==> src/design/lzss_pkg.sv <==
// ----------------------------------------------------------------------------
// LZSS encoder package
// Payload types and fixed constants shared by the encoder modules.
// ----------------------------------------------------------------------------
package lzss_pkg;

	// Raw input transaction
	typedef struct packed {
		logic [7:0] data_byte;
		logic       end_of_stream;
	} lzss_in_t;

	// Code output transaction
	typedef struct packed {
		logic [7:0] code_byte;
		logic       last_byte;
	} lzss_out_t;

	// Control from the coding engine to the output queue
	typedef struct packed {
		logic       push;
		logic [7:0] push_byte;
		logic       release_step;
	} lzss_oq_ctl_t;

	localparam int LEN_W    = 5;   // match lengths and lookahead counts
	localparam int QAW      = 7;   // output queue address width
	localparam int QDEPTH   = 128;
	localparam logic [QAW:0] RESULT_LIMIT = 8'd29;
	localparam logic [QAW:0] QROOM        = 8'd64;
	localparam logic [7:0]   FILL_CHAR    = 8'h20;

endpackage

==> src/design/lzss_oq.sv <==
// ----------------------------------------------------------------------------
// LZSS output queue
// Holds coded bytes, releases them in per-transaction batches and presents
// them on the output register with the last mark on each batch end.
// ----------------------------------------------------------------------------
module lzss_oq
	import lzss_pkg::*;
(
	input  logic         clk,
	input  logic         arst_n,
	input  lzss_oq_ctl_t ctl,
	output logic         room,
	output logic         code_valid,
	input  logic         code_stall,
	output lzss_out_t    code
);

	logic [7:0]     mem [QDEPTH];
	logic [QDEPTH-1:0] lastf_q;
	logic [QAW-1:0] head_q, tail_q, mark_idx;
	logic [QAW:0]   cnt_q, pend_q, rel_q, rel_n;
	logic           fetch_q, ov_q, last_s, issue;
	logic [7:0]     rd_q;

	// batch size and index of its final byte
	assign rel_n    = (pend_q < RESULT_LIMIT) ? pend_q : RESULT_LIMIT;
	assign mark_idx = tail_q - pend_q[QAW-1:0] + rel_n[QAW-1:0] - 1'b1;
	assign issue    = (rel_q != '0) && !fetch_q && !ov_q;
	assign room     = (cnt_q <= QROOM);

	// storage and registered read
	always_ff @(posedge clk) begin
		if (ctl.push)
			mem[tail_q] <= ctl.push_byte;
		if (issue)
			rd_q <= mem[head_q];
	end

	// pointers, counts and batch marks
	always_ff @(posedge clk or negedge arst_n) begin
		if (!arst_n) begin
			head_q  <= '0;
			tail_q  <= '0;
			cnt_q   <= '0;
			pend_q  <= '0;
			rel_q   <= '0;
			lastf_q <= '0;
			fetch_q <= 1'b0;
			ov_q    <= 1'b0;
			last_s  <= 1'b0;
		end else begin
			if (issue) begin
				last_s           <= lastf_q[head_q];
				lastf_q[head_q]  <= 1'b0;
				head_q           <= head_q + 1'b1;
			end
			if (ctl.release_step && rel_n != '0)
				lastf_q[mark_idx] <= 1'b1;
			if (ctl.push)
				tail_q <= tail_q + 1'b1;
			cnt_q  <= cnt_q + {{QAW{1'b0}}, ctl.push} - {{QAW{1'b0}}, issue};
			pend_q <= pend_q + {{QAW{1'b0}}, ctl.push}
				- (ctl.release_step ? rel_n : '0);
			rel_q  <= rel_q + (ctl.release_step ? rel_n : '0) - {{QAW{1'b0}}, issue};
			fetch_q <= issue;
			if (fetch_q)
				ov_q <= 1'b1;
			else if (ov_q && !code_stall)
				ov_q <= 1'b0;
		end
	end

	assign code_valid     = ov_q;
	assign code.code_byte = rd_q;
	assign code.last_byte = last_s;

endmodule

==> config.mk <==
export PLATFORM = sky130hd
export DESIGN_NAME = lzss_oq
export DESIGN_NICKNAME = d
export VERILOG_FILES = /design/src/design/lzss_pkg.sv /design/src/design/lzss_oq.sv
export SDC_FILE = /design/constraint.sdc
export NUM_CORES = 1
export LEC_CHECK = 0
export ABC_AREA = 0
export ABC_CLOCK_PERIOD_IN_PS = 5210
export CORE_MARGIN = 2
export CORE_UTILIZATION = 40
export CTS_CLUSTER_SIZE = 16
export DETAILED_ROUTE_END_ITERATION = 8
export DONT_BUFFER_PORTS = 1
export PLACE_DENSITY = 0.58
export SYNTH_ARGS = -nofsm -noshare
export SYNTH_HDL_FRONTEND = slang
export SYNTH_SLANG_ARGS = --single-unit
==> constraint.sdc <==
create_clock -name clk -period 5.21 [get_ports clk]
set_input_delay 0.2605 -clock clk [delete_from_list [all_inputs] [get_ports clk]]
set_output_delay 0.2605 -clock clk [all_outputs]
set_load 0.02 [all_outputs]
# Word level (Yosys, flattened, before mapping)
# Memory sizes are Yosys's and may differ from the RTL's. A register that Yosys moved wholly into a read port is not among the register bits.
# Index checks and enable logic that the tools add are counted.
# word_totals
regBits,169
ramBits,1024
wordCells,56
n_memories,1
# memory_table
memory,depth,width,read_ports,rd_ports_with_merged_regs,write_ports,line,text
mem,128,8,1,1,1,lzss_oq.sv:18,logic [7:0] mem [QDEPTH];
# op_classes
add_sub_neg,11
n_lt_le_gt_ge,6
n_mux,14
bitwise_logic,3
n_reduce_logical,12
# op_table
operator,count
$mux 128,2
$and 128x128->128,1
$not 128->128,1
$or 128x128->128,1
$add 8x1->8,2
$lt 7x8->1 const B,2
$mux 8,2
$reduce_bool 8->1,2
$sub 8x1->8,2
$add 7x1->7 const B,2
$demux 1 s7,2
$ge 7x1->1 const B,2
$add 8x8->8,1
$le 8x7->1 const B,1
$lt 8x5->1 const B,1
$sub 8x8->8,1
$add 7x7->7,1
$bmux 1 s7,1
$mux 1,7
$sub 7x1->7 const B,1
$sub 7x7->7,1
$logic_and 1x1->1,6
$logic_not 1->1,3
$reduce_bool 2->1,1

# Logic depth before layout (Yosys ltp)
# logic_depth
word_depth,10
ltp_mapped,17
depth_no_buf,16

# Worst setup path after synthesis
# No wires, ideal clock.
# synth_path
path_kind,register to register
start,reg pend_q[7]
end,reg lastf_q[64]
setup_ns,0.084
t_arrival_ns,3.370
required_time_ns,5.126
path_slack_ns,1.757
path_stages_with_launch,14
path_cell_list,dfrtp_1 > or3_1 > clkbuf_1 > nor2_1 > fa_1 > ha_1 > fa_1 > a21oi_1 > nor2_1 > nor2_1 > xor2_1 > clkbuf_1 > nand3_1 > o21ai_0
# synth_between
elab_chain_len,10
elab_cells_between_ends,13
cone_classes,2 x add/sub; 3 x order compare; 4 x mux; 1 x bitwise; 3 x reduce/logical
# synth_lines
item,line,text
"start, declared",lzss_oq.sv:21,"logic [QAW:0] cnt_q, pend_q, rel_q, rel_n;"
"start signal, assigned",lzss_oq.sv:62,"pend_q <= pend_q + {{QAW{1'b0}}, ctl.push}"
$lt 8x5->1,lzss_oq.sv:26,assign rel_n = (pend_q < RESULT_LIMIT) ? pend_q : RESULT_LIMIT;
$mux 8 (*),lzss_oq.sv:26,
$add 7x7->7,lzss_oq.sv:27,assign mark_idx = tail_q - pend_q[QAW-1:0] + rel_n[QAW-1:0] - 1'b1;
$sub 7x1->7,lzss_oq.sv:27,
$lt 7x8->1 (implied by the code) or $ge 7x1->1 (tied branches),lzss_oq.sv:58,lastf_q[mark_idx] <= 1'b1;
$logic_and 1x1->1 (implied by the code),lzss_oq.sv:58,
$mux 1 (implied by the code),lzss_oq.sv:58,
$demux 1 s7,lzss_oq.sv:58,
$or 128x128->128 (no source line),-,
$mux 128 (*),lzss_oq.sv:57,if (ctl.release_step && rel_n != '0)
"end signal, assigned",lzss_oq.sv:47,lastf_q <= '0;
"end signal, assigned by index",lzss_oq.sv:54,lastf_q[head_q] <= 1'b0;
"end signal, assigned by index",lzss_oq.sv:58,
"end, declared",lzss_oq.sv:19,logic [QDEPTH-1:0] lastf_q;
# Every way passes the cells marked *; elsewhere a longest branch is shown, timed or not.
# A chain may end at the register's enable or synchronous reset.

# Worst setup path after layout
# layout_path
start,reg pend_q[6]
end,reg lastf_q[58]
# layout_between
elab_chain_len,10
elab_cells_between_ends,14
cone_classes,3 x add/sub; 3 x order compare; 4 x mux; 1 x bitwise; 3 x reduce/logical
# layout_lines
item,line
$lt 8x5->1,lzss_oq.sv:26
$mux 8,lzss_oq.sv:26
$add 7x7->7,lzss_oq.sv:27
$sub 7x1->7,lzss_oq.sv:27
$lt 7x8->1 (implied by the code) or $ge 7x1->1 (tied branches),lzss_oq.sv:58
$logic_and 1x1->1 (implied by the code),lzss_oq.sv:58
$mux 1 (implied by the code),lzss_oq.sv:58
$demux 1 s7,lzss_oq.sv:58
$or 128x128->128 (no source line),-
$mux 128 (*),lzss_oq.sv:57
# Marks and branches as above.

==> run_results.csv <==
group,metric,value,unit
final_layout,nets,3261,
setup_path,reg2reg_slack,1.12,ns
clocking,cts_resized,0,
yosys,synth_edf_count,1032,
drt,drt_wl_total,147,mm
drt,antenna_left,0,
global_route,antenna_found_initial,4,
yosys,async_reset_ff_share,14.1,%
pwr,leakage,18.3,nW
yosys,syn_inst,3100,
timing,fin_ws,1.12,ns
pwr,pwr-share-comb,40.9,%
clocking,cts_sinks,1201,
timing,fin_worst_skew,0.0291,ns
timing,worst_slew_pin_slew,1.22,ns
setup_path,crit_top_cell,"a21oi_1",
place,portBuffers,0,
timing,finalHoldViolCount,1,
setup_path,crit_fanout,64,
setup_path,cp_data_arrival_time,4.67,ns
yosys,syn-mean-instance-area,16.1,um2
yosys,yosysTopAreaCellShare,62.2,%
clocking,cts_buffers,130,
setup_path,crit_chain,"or3_1 -> nor2_1 -> fa_1 -> inv_1 -> ha_1 -> a21o_1 -> a21oi_1 -> o21bai_1 -> a21oi_1 -> xor2_4 -> buf_4 -> o21ai_0",
pwr,p_per_area,617,nW/um2
pwr,vdd_drop_max,1.72,mV
clocking,clk_pin_slew,0.06,ns
global_route,grt_max_degree,170,
pwr,power.switching,0.0142,W
yosys,synthTopCellsByArea,"edfxtp_1 (62%), dfrtp_1 (8.5%), mux4_2 (6.3%), o21ai_0 (2.8%), mux2_2 (2.2%)",
floorplanning,dieArea,127000,um2
hold_path,holdPathStages,1,
setup_path,setup.worst_path.class,"flip-flop to flip-flop",
global_route,grt_first_pass_wirelength,210,mm
clocking,cts.htree.levels,4,
clocking,holdBufCountCts,18,
setup_path,rr_worst_depth,12,
drt,drtIter0Drc,3529,
final_layout,layout-drive-gt1-share,18.2,%
floorplanning,fp.dieW,357,um
drt,routedWlPerCell,29.8,um
timing,tns,0,ns
final_layout,syn_to_final_growth,13.3,%
drt,avgViaCountPerCell,5.96,
floorplanning,coreArea,124000,um2
yosys,yosysWarnings,0,
global_route,grt.total_usage,23.0,%
yosys,synth_area,49800,um2
timing,maxSlewHeadroom,18.7,%
clocking,clk_latency,0.75,ns
pwr,p_clk_share,25.7,%
drt,num_vias,29345,
status,status,"finished with violations",
floorplanning,start_util,40.3,%
timing,setup_violations,0,
drt,drtPass1Iterations,6,
timing,grt_setup_unrepaired,"false",
floorplanning,placementRows,129,
floorplanning,pin_count,24,
flow_run,maxCapViolations,0,
clocking,cts_setup_buffers,0,
final_layout,antenna_cells,0,
timing,final.min_clock_period,4.09,ns
setup_path,slowest_stage,"buf_4",
yosys,yosys.cell_count.top_type,"edfxtp_1",
place,place_ws,1.13,ns
yosys,ys.flop_type,"edfxtp_1",
setup_path,start_kind,"flip-flop",
place,place_congestion,0.894,
setup_path,cp_slowest_stage_delay,0.56,ns
setup_path,cp.required,5.79,ns
pwr,p_int,0.0206,W
yosys,synth_seq_cells,1201,
timing,fmax,245,MHz
timing,holdWs,-0.0174,ns
setup_path,end_kind,"flip-flop",
floorplanning,die_height,357,um
yosys,ys_top_cells_by_count,"edfxtp_1 (1,032), o21ai_0 (277), nor2_1 (196)",
pwr,switching_share,40.9,%
place,place_hpwl,88.8,mm
status,violations,"hold timing",
timing,timing.final.crit_share,78.5,%
yosys,yosysSeqAreaShare,70.7,%
pwr,power_frac_seq,33.4,%
global_route,grt_overflow_total,0,
clocking,cts-root-buf,"clkbuf_16",
clocking,clockBufferDepth,3,
clocking,cts_tree,"done",
final_layout,fin_area,56400,um2
yosys,ys_types,76,
place,dpl_cell_area,52000,um2
global_route,grt_pass1_vias,28894,
drt,drc,0,
yosys,synth_top_area_cell,"edfxtp_1",
timing,drv_slew,0,
hold_path,hold_class,"input port to flip-flop",
[cells in the final DEF (no fill, tap or decap), types with 10 or more instances in the layout]
master        n
nand3_1      93
edfxtp_1   1032
buf_12       10
mux2_2       97
a22oi_1      39
mux4_2      140
a221oi_1    106
clkbuf_16   133
o221ai_1     20
dfrtp_1     165
nor3_1       25
nand2b_1     11
o22ai_1      27
clkbuf_1     30
clkinv_1     28
ha_1         47
nand2_1     141
fa_1         10
inv_1        63
buf_4       132
clkinv_2     18
o21ai_0     277
a21oi_1      51
xor2_1       10
a221o_1      19
xnor2_1      28
o21ai_1      17
mux2i_1      95
o211ai_1     13
nor2_1      194
[flip-flops by register name (all words and copies together) (netlist names)]
| signal | count |
|---|---|
| mem | 1024 |
| lastf_q | 128 |
| cnt_q | 8 |
| pend_q | 8 |
| rd_q | 8 |
| rel_q | 8 |
| head_q | 7 |
| tail_q | 7 |
| code_valid | 1 |
| fetch_q | 1 |
| last_s | 1 |
[power by group through the flow]
| stage | Sequential, W | Clock [W] | Combinational (W) |
|---|---|---|---|
| final | 0.0116 | 0.00893 | 0.0142 |
| after global routing | 0.0117 | 0.00942 | 0.0150 |
| after CTS | 0.0116 | 0.00907 | 0.0141 |
| after detailed placement | 0.0118 | 0 | 0.0138 |
| after global placement | 0.0118 | 0 | 0.0138 |
| after floorplan | 0.0114 | 0 | 0.00885 |
[stage by stage]
step / hold WS [ns] / std cells / power [W] / util, %
floorplan: -0.0351 / 3104 / 0.0203 / -
global placement: -0.0314 / 4678 / 0.0256 / 42.1
detailed placement: -0.0322 / 4678 / 0.0256 / 42.1
CTS: 0.00133 / 4926 / 0.0347 / 45.6
global route: 0.00707 / 4926 / 0.0361 / 45.6
finish: -0.0174 / 4926 / 0.0348 / 45.6
[area by class of cell]
type	count	area, um2
Multi-Input combinational cell	1632	13300
Clock inverter	63	571
Sequential cell	1201	35200
Timing Repair Buffer	160	1530
Fill cell	10760	67200
Tap cell	1637	2050
Clock buffer	167	3500
Inverter	66	250
[kinds of logic (layout without fill, tap and decap cells)]
family                     Yosys count  in the layout  share of synthesized area, %
DFF                               1201           1201                          70.7
buffers and inverters              271            456                          2.88
and+or+nand+nor                    526            526                          4.65
adders and majority gates           57             57                          1.58
AOI/OAI and AO/OA                  665            665                          8.88
xor gates and xnor gates            42             42                         0.738
other                                1              5                       0.00753
muxes                              337            337                          10.6
[per-layer routing]
layer	vias to the layer above	global-route usage (%)	part of all wire, %
li1	12444	-	-
met1	15188	31.7	41
met2	1455	35.7	46
met3	252	6.28	10
met4	6	7.16	2.8
met5	-	0	0.025
[path summary, 6_finish.rpt]
kind | start | to
setup / recovery | pend_q[6] | lastf_q[58]
hold / removal | ctl[5] | mem[8][4]
setup reg to reg | pend_q[6] | lastf_q[58]
hold reg to reg | lastf_q[113] | lastf_q[113]
max in group asynchronous | arst_n | head_q[0]
min in group asynchronous | arst_n | lastf_q[113]
[critical path: cells and delay by family (launching register included)]
| kind | cells | cell delay [ns] |
|---|---|---|
| AND/OR/NAND/NOR | 2 | 0.67 |
| buffers and inverters | 2 | 0.66 |
| AO/OA/AOI/OAI | 5 | 1.31 |
| adder cells (fa/ha/maj) | 2 | 0.65 |
| XOR/XNOR | 1 | 0.17 |
| flip-flops | 1 | 0.40 |
Power figures use the tool's default switching activity.
